**src/rtl/core/qrm_pkg.sv**
```systemverilog
package qrm_pkg;

	localparam int PIXEL_COORD_BITS = 12;
	localparam int CORNER_FRAC_BITS = 4;

	localparam int CORNER_W    = 16;
	localparam int NUM_CORNERS = 4;
	localparam int NUM_EDGES   = 4;
	localparam int CFG_IDX_W   = 4;
	localparam int MASK_W      = 8;

	localparam int PIX_W    = PIXEL_COORD_BITS;
	localparam int IN_W     = ((2 * PIX_W + 7) / 8) * 8;
	localparam int CMP_W    = (PIX_W > CORNER_W) ? PIX_W : CORNER_W;
	localparam int A_W      = CORNER_W + 1;
	localparam int XS_W     = PIX_W + 1;
	localparam int PROD_W   = A_W + XS_W;
	localparam int SUM_W    = PROD_W + 1;
	localparam int P_W      = 2 * CORNER_W;
	localparam int C_W      = P_W + 1;
	localparam int SH_W     = SUM_W + CORNER_FRAC_BITS;
	localparam int V_W      = ((SH_W > C_W) ? SH_W : C_W) + 1;

	localparam logic [MASK_W-1:0] MASK_IN  = {MASK_W{1'b1}};
	localparam logic [MASK_W-1:0] MASK_OUT = '0;

	// edge order: left, right, top, bottom; edge runs from corner P to corner Q
	localparam int EDGE_LEFT   = 0;
	localparam int EDGE_RIGHT  = 1;
	localparam int EDGE_TOP    = 2;
	localparam int EDGE_BOTTOM = 3;
	localparam int EDGE_P [NUM_EDGES] = '{0, 1, 0, 3};
	localparam int EDGE_Q [NUM_EDGES] = '{3, 2, 1, 2};

	typedef logic signed [CORNER_W-1:0] corner_t;

	typedef enum logic [CFG_IDX_W-1:0] {
		REG_CORNER0_X = 4'd0,
		REG_CORNER0_Y = 4'd1,
		REG_CORNER1_X = 4'd2,
		REG_CORNER1_Y = 4'd3,
		REG_CORNER2_X = 4'd4,
		REG_CORNER2_Y = 4'd5,
		REG_CORNER3_X = 4'd6,
		REG_CORNER3_Y = 4'd7
	} cfg_reg_t;

	typedef struct packed {
		logic signed [A_W-1:0] a;
		logic signed [A_W-1:0] b;
		logic signed [P_W-1:0] p1;
		logic signed [P_W-1:0] p2;
	} edge_coef_t;

	typedef struct packed {
		logic [CMP_W-1:0] lo_x;
		logic [CMP_W-1:0] hi_x;
		logic [CMP_W-1:0] lo_y;
		logic [CMP_W-1:0] hi_y;
	} box_t;

	typedef struct packed {
		logic s2;
		logic s3;
		logic s4;
	} stage_en_t;

	typedef struct packed {
		logic pos;
		logic neg;
	} edge_sign_t;

	// floor(raw / 2^F), clamped below at zero
	function automatic logic [CMP_W-1:0] box_limit(input corner_t raw);
		corner_t sh;
		sh = raw >>> CORNER_FRAC_BITS;
		if (raw <= 0)
			return '0;
		return CMP_W'(unsigned'(sh));
	endfunction

endpackage

```
**src/rtl/core/qrm_edge.sv**
```systemverilog
module qrm_edge (
	input  logic                              clk,
	input  qrm_pkg::stage_en_t                en,
	input  logic [qrm_pkg::PIX_W-1:0]         x_s1,
	input  logic [qrm_pkg::PIX_W-1:0]         y_s1,
	input  qrm_pkg::edge_coef_t               coef,
	output qrm_pkg::edge_sign_t               sign_s4
);

	logic signed [qrm_pkg::XS_W-1:0]   xs;
	logic signed [qrm_pkg::XS_W-1:0]   ys;
	logic signed [qrm_pkg::PROD_W-1:0] ax_d;
	logic signed [qrm_pkg::PROD_W-1:0] by_d;
	logic signed [qrm_pkg::PROD_W-1:0] ax_s2;
	logic signed [qrm_pkg::PROD_W-1:0] by_s2;
	logic signed [qrm_pkg::SUM_W-1:0]  sum_d;
	logic signed [qrm_pkg::C_W-1:0]    c_d;
	logic signed [qrm_pkg::SUM_W-1:0]  sum_s3;
	logic signed [qrm_pkg::C_W-1:0]    c_s3;
	logic signed [qrm_pkg::V_W-1:0]    v_d;
	qrm_pkg::edge_sign_t               sign_d;
	qrm_pkg::edge_sign_t               sign_q;

	assign xs = signed'({1'b0, x_s1});
	assign ys = signed'({1'b0, y_s1});

	assign ax_d = qrm_pkg::PROD_W'(coef.a) * qrm_pkg::PROD_W'(xs);
	assign by_d = qrm_pkg::PROD_W'(coef.b) * qrm_pkg::PROD_W'(ys);

	always_ff @(posedge clk) begin
		if (en.s2) begin
			ax_s2 <= ax_d;
			by_s2 <= by_d;
		end
	end

	assign sum_d = qrm_pkg::SUM_W'(ax_s2) + qrm_pkg::SUM_W'(by_s2);
	assign c_d   = qrm_pkg::C_W'(coef.p1) - qrm_pkg::C_W'(coef.p2);

	always_ff @(posedge clk) begin
		if (en.s3) begin
			sum_s3 <= sum_d;
			c_s3   <= c_d;
		end
	end

	// edge value scaled by 2^(2F): (A*x + B*y) * 2^F + C
	assign v_d = (qrm_pkg::V_W'(sum_s3) <<< qrm_pkg::CORNER_FRAC_BITS)
		+ qrm_pkg::V_W'(c_s3);
	assign sign_d.neg = v_d[qrm_pkg::V_W-1];
	assign sign_d.pos = !v_d[qrm_pkg::V_W-1] && (v_d != '0);

	always_ff @(posedge clk) begin
		if (en.s4)
			sign_q <= sign_d;
	end

	assign sign_s4 = sign_q;

endmodule

```
**config.mk**
```make
export PLATFORM = sky130hd
export DESIGN_NAME = qrm_edge
export DESIGN_NICKNAME = d
export VERILOG_FILES = /design/src/rtl/core/qrm_pkg.sv /design/src/rtl/core/qrm_edge.sv
export SDC_FILE = /design/constraint.sdc
export NUM_CORES = 1
export LEC_CHECK = 0
export ABC_AREA = 1
export BUFFER_PORTS_ARGS = -buffer_cell sky130_fd_sc_hd__buf_2
export CAP_MARGIN = 20
export CELL_PAD_IN_SITES_DETAIL_PLACEMENT = 1
export CELL_PAD_IN_SITES_GLOBAL_PLACEMENT = 2
export CORE_MARGIN = 2
export CORE_UTILIZATION = 35
export DETAILED_ROUTE_END_ITERATION = 10
export PLACE_DENSITY_LB_ADDON = 0.1
export SETUP_SLACK_MARGIN = 0.05
export SLEW_MARGIN = 20
export SYNTH_ARGS = -nofsm -noshare
export SYNTH_HDL_FRONTEND = slang
export SYNTH_SLANG_ARGS = --single-unit
```
**constraint.sdc**
```tcl
create_clock -name clk -period 5.35 [get_ports clk]
set_input_delay 0.8025 -clock clk [delete_from_list [all_inputs] [get_ports clk]]
set_output_delay 0.8025 -clock clk [all_outputs]
set_load 0.02 [all_outputs]
```
==> results of run 1 <==
[state kept, by name, indices dropped and copies added (netlist names)]
signal   count
sum_s3      31
c_s3        33
ax_s2       30
sign_s4      2
by_s2       30
[synthesized netlist by cell type, drive strengths merged]
master	n
inv	985
nand2	823
fa	379
ha	231
a21oi	157
nor2	157
edfxtp	126
nand3	84
clkbuf	83
o21ai	76
xor2	71
xnor2	51
nor3	25
nand4	18
a21o	16
a31oi	14
nand3b	5
nor4	5
o21bai	5
a221oi	3
o211ai	3
o21a	3
o221ai	3
o31ai	3
a2111oi	2
a211oi	2
and2	2
o221a	2
a21boi	1
buf	1
o211a	1
[routing by layer]
metal / vias up / share of wire [%] / global-route usage (%)
met5: - / 0 / 0
met4: 0 / 1.4 / 3.56
met3: 54 / 1.5 / 1.51
met2: 176 / 51 / 37.8
met1: 10600 / 46 / 26.8
li1: 10500 / - / -
[worst min path at each step]
| stage | startpoint | cells past startpoint | slack, ns | end |
|---|---|---|---|---|
| 2_1_floorplan | by_s2[0]$_DFFE_PP_ | 1 | 0.51 | sum_s3[0]$_DFFE_PP_ |
| 3_3_place_gp | ax_s2[0]$_DFFE_PP_ | 1 | 0.61 | sum_s3[0]$_DFFE_PP_ |
| 3_5_place_dp | ax_s2[0]$_DFFE_PP_ | 1 | 0.60 | sum_s3[0]$_DFFE_PP_ |
| 4_1_cts | en[0] | 1 | 0.54 | sign_s4[0]$_DFFE_PP_ |
| 5_1_grt | en[0] | 1 | 0.56 | sign_s4[0]$_DFFE_PP_ |
| 6_report | en[0] | 1 | 0.57 | sign_s4[0]$_DFFE_PP_ |
[per-stage QoR]
step	util (%)	setup TNS [ns]	cells	setup slack, ns
after floorplan	-	0	3337	0.0274
after global placement	40.8	-5.87	4601	-0.411
after detailed placement	40.8	-7.75	4601	-0.451
after CTS	41.6	0	4633	0.0776
after global routing	41.8	-0.0263	4635	-0.0263
final	41.8	0	4635	0.207
[kinds of logic after synthesis]
group / count (synthesis)
and+or+nand+nor: 1119
buffers and inverters: 1069
adders and majority gates: 610
AOI/OAI and AO/OA: 291
DFF: 126
xor gates and xnor gates: 122
[final cells by class]
type | instances | area, um^2
clock inverter | 15 | 126
multi-input combinational | 2142 | 18000
timing repair buffer | 400 | 2790
clock buffer | 17 | 425
sequential | 126 | 3780
inverter | 985 | 3700
fill | 8951 | 41800
tap | 950 | 1190
[repair_timing]
item | CTS | global route
pin swaps | 0 | 12
setup buffers | 0 | 2
setup endpoints to repair | 1 | 23
gates resized for setup | 1 | 50
==> impl_summary.log, run 1 <==
INFO  metric status = complete, no violations
INFO  metric vias = 21400
INFO  metric 1st_pass_router_iterations = 5
INFO  metric synth-warning-count = 0
INFO  metric yosys.area_share.xor_xnor = 4.19%
INFO  metric ys_seq_area_share = ~15%
INFO  metric synth_area_in_adders = about 41%
INFO  metric crit_path_end = by_s2[15]$_DFFE_PP_
INFO  metric drtAntennaViolNets = 0
INFO  metric dieHeight = roughly 270 um
INFO  metric worst_ep_required_time = between 5 and 6 ns
INFO  metric clock_tree.htree_level_count = 4
INFO  metric clock-skew-final = ~0.027 ns
INFO  metric grt_antenna_before_repair = 0
INFO  metric combinational_family_with_the_most_area_after_synthesis = adder cells
INFO  metric layout-drive-gt1-share = between 10% and 20%
INFO  metric n_antenna_cell = 0
INFO  metric worst_setup_path_startpoint = y_s1[1]
INFO  metric regToRegStartpoint = by_s2[0]$_DFFE_PP_
INFO  metric cell_rows = 98
INFO  metric finalHoldWorstSlack = about 0.57 ns
INFO  metric routed_wl_per_cell = between 15 and 20 um
INFO  metric worst-r2r-cell-count = 11
INFO  metric period_share = between 90 and 100%
INFO  metric dr_vias_cell = roughly 4.6
INFO  metric layout_commonest_cell = sky130_fd_sc_hd__inv_1
INFO  metric synth_mux_area_share = 0%
INFO  metric end_kind = flip-flop
INFO  metric track_usage = roughly 20%
INFO  metric syn_inst = 3337
INFO  metric yosys.area_share.simple = ~18%
INFO  metric synthesis_stage_register_bit_count = roughly 130
INFO  metric rsz0062_at_grt = true
INFO  metric drv_cap = 0
INFO  metric drt_drc_violations_left = 0
INFO  metric post-synth-top-area-cell = sky130_fd_sc_hd__fa_1
INFO  metric maxSlewHeadroom = 45.0%
INFO  metric final_cell_mix = sky130_fd_sc_hd__inv_1 (979), sky130_fd_sc_hd__nand2_1 (810), sky130_fd_sc_hd__fa_1 (376), sky130_fd_sc_hd__buf_4 (267), sky130_fd_sc_hd__ha_1 (217)
INFO  metric path_depth = 21
INFO  metric timing_max_transition_violations_final = 0
INFO  metric clock_tree.root_cell = sky130_fd_sc_hd__clkbuf_16
INFO  metric floorplan.die_area = 0.0750 mm^2
INFO  metric die_w = about 270 um
INFO  metric worst_setup_hold_path_clk_slew = about 0.080 ns
INFO  metric r2r_setup_slack = ~2.5 ns
INFO  metric cts_hold_repair.buffers = 0
INFO  metric syn_avg_cell_area = around 7.6 um^2
INFO  metric first_pass_grt_wire_length = ~120000 um
INFO  metric critPathMaxFanout = 10
INFO  metric synth-compound-area-share = under 10%
INFO  metric yosys.area.top_type_share = between 20% and 30%
INFO  metric timing.critical_path.mode_cell = sky130_fd_sc_hd__inv_1
INFO  metric initial_core_util = between 30% and 40%
INFO  metric crit_family = adder cells
INFO  metric wl = between 70000 and 80000 um
INFO  metric grt_max_degree = 65
INFO  metric min_path_type = input port to flip-flop
INFO  metric grt_overflow = 0
INFO  metric drt_iter0_markers = a little under 800
INFO  metric cp_num_buf_inv = 8
INFO  metric finalNetCount = 4408
INFO  metric syn_area = between 0.02 and 0.03 mm^2
INFO  metric ys_types = 44
INFO  metric tightestPinTransition = between 0.8 and 0.9 ns
INFO  metric clock_tree_from_tritoncts = done
INFO  metric ios = 128
INFO  metric max_freq = 194 MHz
INFO  metric clock-sinks = roughly 130
INFO  metric startpoint_kind_of_the_worst_setup_timing_path = input port
INFO  metric finished_cell_area = ~0.030 mm^2
INFO  metric hold_viol = 0
INFO  metric vias_in_the_first_global_route = 24200
INFO  metric worst_ep_arrival_time = about 5.4 ns
INFO  metric timing.setup.critical_path_class = input port to flip-flop
INFO  metric cell_chain_critical_path = buf_2 -> buf_12 -> nand2_1 -> inv_1 -> fa_1 -> inv_1 -> fa_1 -> inv_1 -> fa_1 -> inv_1 -> fa_1 -> fa_1 -> inv_1 -> ha_1 -> nand2_1 -> nand2_1 -> inv_1 -> o211ai_4 -> a21oi_4 -> o21ai_0 -> xor2_1
INFO  metric synthTopCellsByArea = sky130_fd_sc_hd__fa_1 (30%), sky130_fd_sc_hd__edfxtp_1 (15%), sky130_fd_sc_hd__inv_1 (14%)
INFO  metric hpwlAfterDp = 66200 um
INFO  metric cts_made_buffers = 17
INFO  metric core_region_area = 0.0719 mm^2
INFO  metric detailed_place.area = slightly below 0.03 mm^2
INFO  metric globalplace.congestion = 0.894
INFO  metric cts_max_path_buffers = 2
INFO  metric cp_slowest_cell = sky130_fd_sc_hd__fa_1
INFO  metric number_of_endpoints_failing_setup_at_the_final_stage = 0
INFO  metric postSynthNetCount = 4073
INFO  metric slowest_delay = 0.53 ns
INFO  metric fin_crit = a little over 5 ns
INFO  metric clock_insertion_delay_worst_skew = 0.45 ns
INFO  metric syn_to_final_growth = 17.9%
INFO  metric rr_endpoint = sum_s3[30]$_DFFE_PP_
INFO  metric numPortBuffers = 127
Power of run 1 is not shown: default switching activity piles up to over one toggle a cycle in this logic, so the estimate is an artifact.
==> run 2, diff against run 1 <==
--- a/config.mk
+++ b/config.mk
@@ -17,2 +17,3 @@
 export SETUP_SLACK_MARGIN = 0.05
+export SKIP_LAST_GASP = 1
 export SLEW_MARGIN = 20
==> constraint.sdc (replaced) <==
create_clock -name clk -period 5.35 [get_ports clk]
set_input_delay 1.3375 -clock clk [delete_from_list [all_inputs] [get_ports clk]]
set_output_delay 1.3375 -clock clk [all_outputs]
set_load 0.02 [all_outputs]
==> impl_summary.log, run 2 (synthesis results as in run 1) <==
INFO  metric rsz0062_at_grt = true
INFO  metric rr_endpoint = sign_s4[1]$_DFFE_PP_
INFO  metric clock_tree_from_tritoncts = done
INFO  metric die_w = ~270 um
INFO  metric biggest_registers_after_layout = c_s3: 33 flops, sum_s3: 31 flops
INFO  metric wl = approximately 79000 um
INFO  metric hold-path-endpoint = sum_s3[0]$_DFFE_PP_
INFO  metric number_of_endpoints_failing_setup_at_the_final_stage = 18
INFO  metric track_usage = 21.7%
INFO  metric cts_made_buffers = 17
INFO  metric floorplan.die_area = 0.0750 mm^2
INFO  metric min_path_type = flip-flop to flip-flop
INFO  metric tightestPinTransition = around 0.77 ns
INFO  metric startpoint_kind_of_the_worst_setup_timing_path = input port
INFO  metric clock-sinks = 126
INFO  metric 1st_pass_router_iterations = 4
INFO  metric drtAntennaViolNets = 0
INFO  metric ios = around 130
INFO  metric numPortBuffers = about 130
INFO  metric dieHeight = about 270 um
INFO  metric drt_iter0_markers = 676
INFO  metric worst_setup_hold_path_clk_slew = roughly 0.06 ns
INFO  metric core_region_area = just over 0.07 mm^2
INFO  metric vias = approximately 22000
INFO  metric hold_viol = 0
INFO  metric r2r_setup_slack = about 2.5 ns
INFO  metric layout-drive-gt1-share = around a quarter
INFO  metric critPathMaxFanout = 11
INFO  metric routed_wl_per_cell = approximately 17 um
INFO  metric timing_max_transition_violations_final = 0
INFO  metric hpwlAfterDp = around 68000 um
INFO  metric initial_core_util = a little over a third
INFO  metric finalNetCount = between 4000 and 5000
INFO  metric syn_to_final_growth = 30.2%
INFO  metric maxSlewHeadroom = about half
INFO  metric worst_ep_arrival_time = roughly 5.6 ns
INFO  metric globalplace.congestion = about 0.87
INFO  metric worst-r2r-cell-count = 17
INFO  metric clock_tree.htree_level_count = 4
INFO  metric nFillCells = roughly 8700
INFO  metric regToRegStartpoint = sum_s3[0]$_DFFE_PP_
INFO  metric fin_crit = between 5 and 6 ns
INFO  metric worst_ep_required_time = about 5.5 ns
INFO  metric cts_hold_repair.buffers = 0
INFO  metric setup_slack = -0.100 ns
INFO  metric clock-skew-final = ~0.024 ns
INFO  metric period_share = 102%
INFO  metric failed_checks = setup timing
INFO  metric max_freq = 183 MHz
INFO  metric drt_drc_violations_left = 0
INFO  metric status = complete, but fails checks
INFO  metric grt_max_degree = 35
INFO  metric timing.setup.critical_path_class = input port to flip-flop
INFO  metric number_of_flip_flops_in_the_largest_register = 33
INFO  metric dr_vias_cell = about 4.7
INFO  metric cell_rows = 98
INFO  metric worst_hold_path.num_cells = 1
INFO  metric end_kind = flip-flop
INFO  metric final_cell_mix = sky130_fd_sc_hd__inv_1 (882), sky130_fd_sc_hd__nand2_1 (734), sky130_fd_sc_hd__fa_1 (352), sky130_fd_sc_hd__buf_4 (303), sky130_fd_sc_hd__ha_1 (181)
INFO  metric first_pass_grt_wire_length = 130000 um
INFO  metric grt_overflow = 0
INFO  metric clock_insertion_delay_worst_skew = approximately 0.45 ns
INFO  metric preCtsSetupSlack = -1.01 ns
INFO  metric drv_cap = 0
INFO  metric layout_commonest_cell = sky130_fd_sc_hd__inv_1
INFO  metric vias_in_the_first_global_route = approximately 25000
INFO  metric cts_max_path_buffers = 2
INFO  metric clock_tree.root_cell = sky130_fd_sc_hd__clkbuf_16
INFO  metric n_antenna_cell = 0
INFO  metric grt_antenna_before_repair = 0
INFO  metric timing.hold.worst.start = ax_s2[0]$_DFFE_PP_
INFO  metric largest-register = c_s3
## run 2: worst max-delay path, stage by stage
cell and delay (ns):
sky130_fd_sc_hd__buf_6 0.15, sky130_fd_sc_hd__buf_4 0.14, sky130_fd_sc_hd__nand2_4 0.04, sky130_fd_sc_hd__fa_1 0.49, sky130_fd_sc_hd__fa_1 0.50, sky130_fd_sc_hd__inv_1 0.06
sky130_fd_sc_hd__fa_1 0.50, sky130_fd_sc_hd__fa_1 0.55, sky130_fd_sc_hd__inv_1 0.06, sky130_fd_sc_hd__fa_1 0.52, sky130_fd_sc_hd__inv_2 0.06, sky130_fd_sc_hd__ha_4 0.27
sky130_fd_sc_hd__buf_4 0.14, sky130_fd_sc_hd__a21oi_4 0.20, sky130_fd_sc_hd__a211oi_4 0.12, sky130_fd_sc_hd__nor2_2 0.12, sky130_fd_sc_hd__nand2_2 0.09, sky130_fd_sc_hd__buf_6 0.12
sky130_fd_sc_hd__xor2_2 0.17
## run 2: area by class of cell
class | instances | area (um^2) | area share [%]
Inverter | 985 | 3720 | 11.2
Timing Repair Buffer | 483 | 4130 | 12.4
Clock buffer | 17 | 425 | 1.28
Sequential cell | 126 | 3780 | 11.4
Multi-Input combinational cell | 2142 | 19700 | 59.4
Clock inverter | 14 | 230 | 0.693
Tap cell | 950 | 1190 | 3.58
## run 2: worst max path at each step
stage,start,end,slack (ns),cells past startpoint
3_5_place_dp,y_s1[7],by_s2[29]$_DFFE_PP_,-1.01,17
2_1_floorplan,x_s1[3],ax_s2[25]$_DFFE_PP_,-0.48,21
5_1_grt,coef[80],by_s2[23]$_DFFE_PP_,-0.25,17
3_3_place_gp,y_s1[7],by_s2[29]$_DFFE_PP_,-0.80,17
4_1_cts,y_s1[6],by_s2[29]$_DFFE_PP_,-0.10,18
6_report,coef[73],by_s2[20]$_DFFE_PP_,-0.10,19
## run 2: per-layer routing
layer,vias to the layer above,global-route usage [%],share of wire [%],wire length (um)
met4,0,3.59,1.3,1050
met2,156,41.1,53,42300
met1,11100,27.3,44,35200
met3,50,1.59,1.2,935
li1,10700,-,-,-
met5,-,0,0,0
## run 2: timing repair
action | 4_1_cts | 5_1_grt
cloned | 3 | 1
resized for setup | 376 | 170
setup buffers | 44 | 24
endpoints found under the setup margin | 37 | 36
pin swaps | 192 | 138
## run 2: stage by stage
step / area (um^2) / TNS, ns / hold slack (ns) / cells / util, %
after floorplan: 26600 / -8.39 / 0.513 / 3337 / -
after global placement: 30000 / -22.68 / 0.604 / 4619 / 41.7
after detailed placement: 30000 / -26.22 / 0.585 / 4619 / 41.7
after CTS: 32400 / -0.810 / 0.597 / 4696 / 45.1
after global routing: 33200 / -4.80 / 0.617 / 4717 / 46.2
final: 33200 / -0.754 / 0.585 / 4717 / 46.2
Power of run 2 is left out for the same reason.
==> run 3, diff against run 2 <==
Settings changed: GPL_TIMING_DRIVEN from default to 0.
==> impl_summary.log, run 3 (synthesis results as in run 1) <==
INFO  metric nFillCells = a little under 9000
INFO  metric grt_max_degree = between 60 and 70
INFO  metric path_depth = 23
INFO  metric final_cell_mix = sky130_fd_sc_hd__inv_1 (887), sky130_fd_sc_hd__nand2_1 (741), sky130_fd_sc_hd__fa_1 (355), sky130_fd_sc_hd__ha_1 (183), sky130_fd_sc_hd__buf_4 (149)
INFO  metric worst-r2r-cell-count = 17
INFO  metric end_kind = flip-flop
INFO  metric detailed_place.area = about 0.028 mm^2
INFO  metric cts_hold_repair.buffers = 0
INFO  metric cell_chain_critical_path = buf_6 -> buf_8 -> buf_12 -> nand2_2 -> inv_2 -> fa_1 -> inv_1 -> fa_1 -> inv_2 -> fa_1 -> fa_1 -> inv_1 -> fa_1 -> inv_2 -> ha_4 -> a21oi_4 -> inv_2 -> a31oi_1 -> o21ai_2 -> a21oi_2 -> inv_2 -> a21oi_4 -> xnor2_2
INFO  metric tightestPinTransition = roughly 0.82 ns
INFO  metric initial_core_util = between 30% and 40%
INFO  metric drt_iter0_markers = between 900 and 1000
INFO  metric number_of_endpoints_failing_setup_at_the_final_stage = 32
INFO  metric worst_ep_required_time = about 5.5 ns
INFO  metric die_w = 274 um
INFO  metric fin_crit = 5.65 ns
INFO  metric multiInputGateArea = just under 0.02 mm^2
INFO  metric seq_area = between 0.003 and 0.004 mm^2
INFO  metric timing_max_transition_violations_final = 0
INFO  metric cp_num_buf_inv = 10
INFO  metric status = complete, but fails checks
INFO  metric first_pass_grt_wire_length = about 130000 um
INFO  metric numPortBuffers = about 100
INFO  metric slowest_delay = between 0.5 and 0.6 ns
INFO  metric grt_overflow = 0
INFO  metric clock_insertion_delay_worst_skew = between 0.4 and 0.5 ns
INFO  metric finished_cell_area = between 0.03 and 0.04 mm^2
INFO  metric max_freq = 177 MHz
INFO  metric clock_tree_from_tritoncts = done
INFO  metric clock_tree.root_cell = sky130_fd_sc_hd__clkbuf_16
INFO  metric track_usage = 22.5%
INFO  metric rr_endpoint = sign_s4[1]$_DFFE_PP_
INFO  metric critPathMaxFanout = 6
INFO  metric setup_slack = -0.299 ns
INFO  metric timing.setup.critical_path_class = input port to flip-flop
INFO  metric r2r_setup_slack = between 2 and 2.5 ns
INFO  metric cts_made_buffers = 17
INFO  metric cp_slowest_cell = sky130_fd_sc_hd__fa_1
INFO  metric cts_max_path_buffers = 2
INFO  metric grt_antenna_before_repair = 1
INFO  metric worst_setup_hold_path_clk_slew = 0.06 ns
INFO  metric 1st_pass_router_iterations = 4
INFO  metric routed_wl_per_cell = approximately 18 um
INFO  metric drv_cap = 0
INFO  metric utilization = a little under half
INFO  metric startpoint_kind_of_the_worst_setup_timing_path = input port
INFO  metric min_path_type = flip-flop to flip-flop
INFO  metric largest-register = c_s3
INFO  metric globalplace.congestion = approximately 0.86
INFO  metric clock-skew-final = 0.0166 ns
INFO  metric wl = 83200 um
INFO  metric biggest_registers_after_layout = c_s3: 33 flops, sum_s3: 31 flops
INFO  metric dr_vias_cell = 4.74
INFO  metric hold_viol = 0
INFO  metric failed_checks = setup timing
INFO  metric ios = 128
INFO  metric crit_family = adder cells
INFO  metric layout_commonest_cell = sky130_fd_sc_hd__inv_1
INFO  metric regToRegStartpoint = sum_s3[0]$_DFFE_PP_
INFO  metric hpwlAfterDp = approximately 68000 um
INFO  metric syn_to_final_growth = 28.6%
INFO  metric clock_tree.htree_level_count = 4
INFO  metric worst_ep_arrival_time = a little under 6 ns
INFO  metric clock-sinks = 126
INFO  metric drtAntennaViolNets = 0
INFO  metric layout-drive-gt1-share = between 20% and 30%
INFO  metric cell_rows = a little under 100
INFO  metric drt_drc_violations_left = 0
INFO  metric maxSlewHeadroom = 45.3%
INFO  metric number_of_flip_flops_in_the_largest_register = 33
INFO  metric core_region_area = a little over 0.07 mm^2
INFO  metric hold-path-endpoint = sum_s3[0]$_DFFE_PP_
INFO  metric period_share = 106%
INFO  metric floorplan.die_area = approximately 0.075 mm^2
INFO  metric worst_hold_path.num_cells = 1
INFO  metric finalNetCount = between 4000 and 5000
INFO  metric vias_in_the_first_global_route = 24600
INFO  metric timing.hold.worst.start = ax_s2[0]$_DFFE_PP_
INFO  metric vias = 21900
INFO  metric rsz0062_at_grt = true
INFO  metric dieHeight = approximately 270 um
INFO  metric n_antenna_cell = 0
-- run 3: timing repair --
action,CTS,global route
pin swaps,149,176
endpoints found under the setup margin,41,38
setup buffers,113,68
hold endpoints to repair,0,0
cloned,9,5
resized for setup,348,223
-- run 3: layout make-up --
type	instances	area share [%]
Clock inverter	15	0.530
Tap cell	950	3.62
Multi-Input combinational cell	2142	60.0
Sequential cell	126	11.5
Buffer	82	4.57
Inverter	985	11.3
Timing Repair Buffer	297	7.14
Clock buffer	17	1.30
-- run 3: stage by stage --
stage | setup WS (ns) | setup TNS (ns) | instances | hold WS [ns]
6_report | -0.299 | -4.83 | 4614 | 0.614
5_1_grt | -0.407 | -9.64 | 4614 | 0.624
4_1_cts | -0.214 | -3.40 | 4543 | 0.610
3_5_place_dp | -1.33 | -42.72 | 4390 | 0.592
3_3_place_gp | -1.37 | -42.45 | 4390 | 0.597
2_1_floorplan | -0.476 | -8.39 | 3337 | 0.513
-- run 3: how the worst max path moves through the flow --
stage | startpoint | to | slack [ns]
floorplan | x_s1[3] | ax_s2[25]$_DFFE_PP_ | -0.48
global placement | x_s1[10] | ax_s2[23]$_DFFE_PP_ | -1.37
detailed placement | x_s1[10] | ax_s2[23]$_DFFE_PP_ | -1.33
CTS | y_s1[3] | by_s2[27]$_DFFE_PP_ | -0.21
global route | coef[76] | by_s2[27]$_DFFE_PP_ | -0.41
finish | coef[77] | by_s2[23]$_DFFE_PP_ | -0.30
-- run 3: metal layers --
metal	track usage, %	up-vias	wire length (um)
met4	4.41	2	1420
met1	28.7	11000	36500
met3	2.04	79	2400
met5	0	-	13
li1	-	10500	-
met2	41.2	260	42800
Power of run 3 is left out for the same reason.
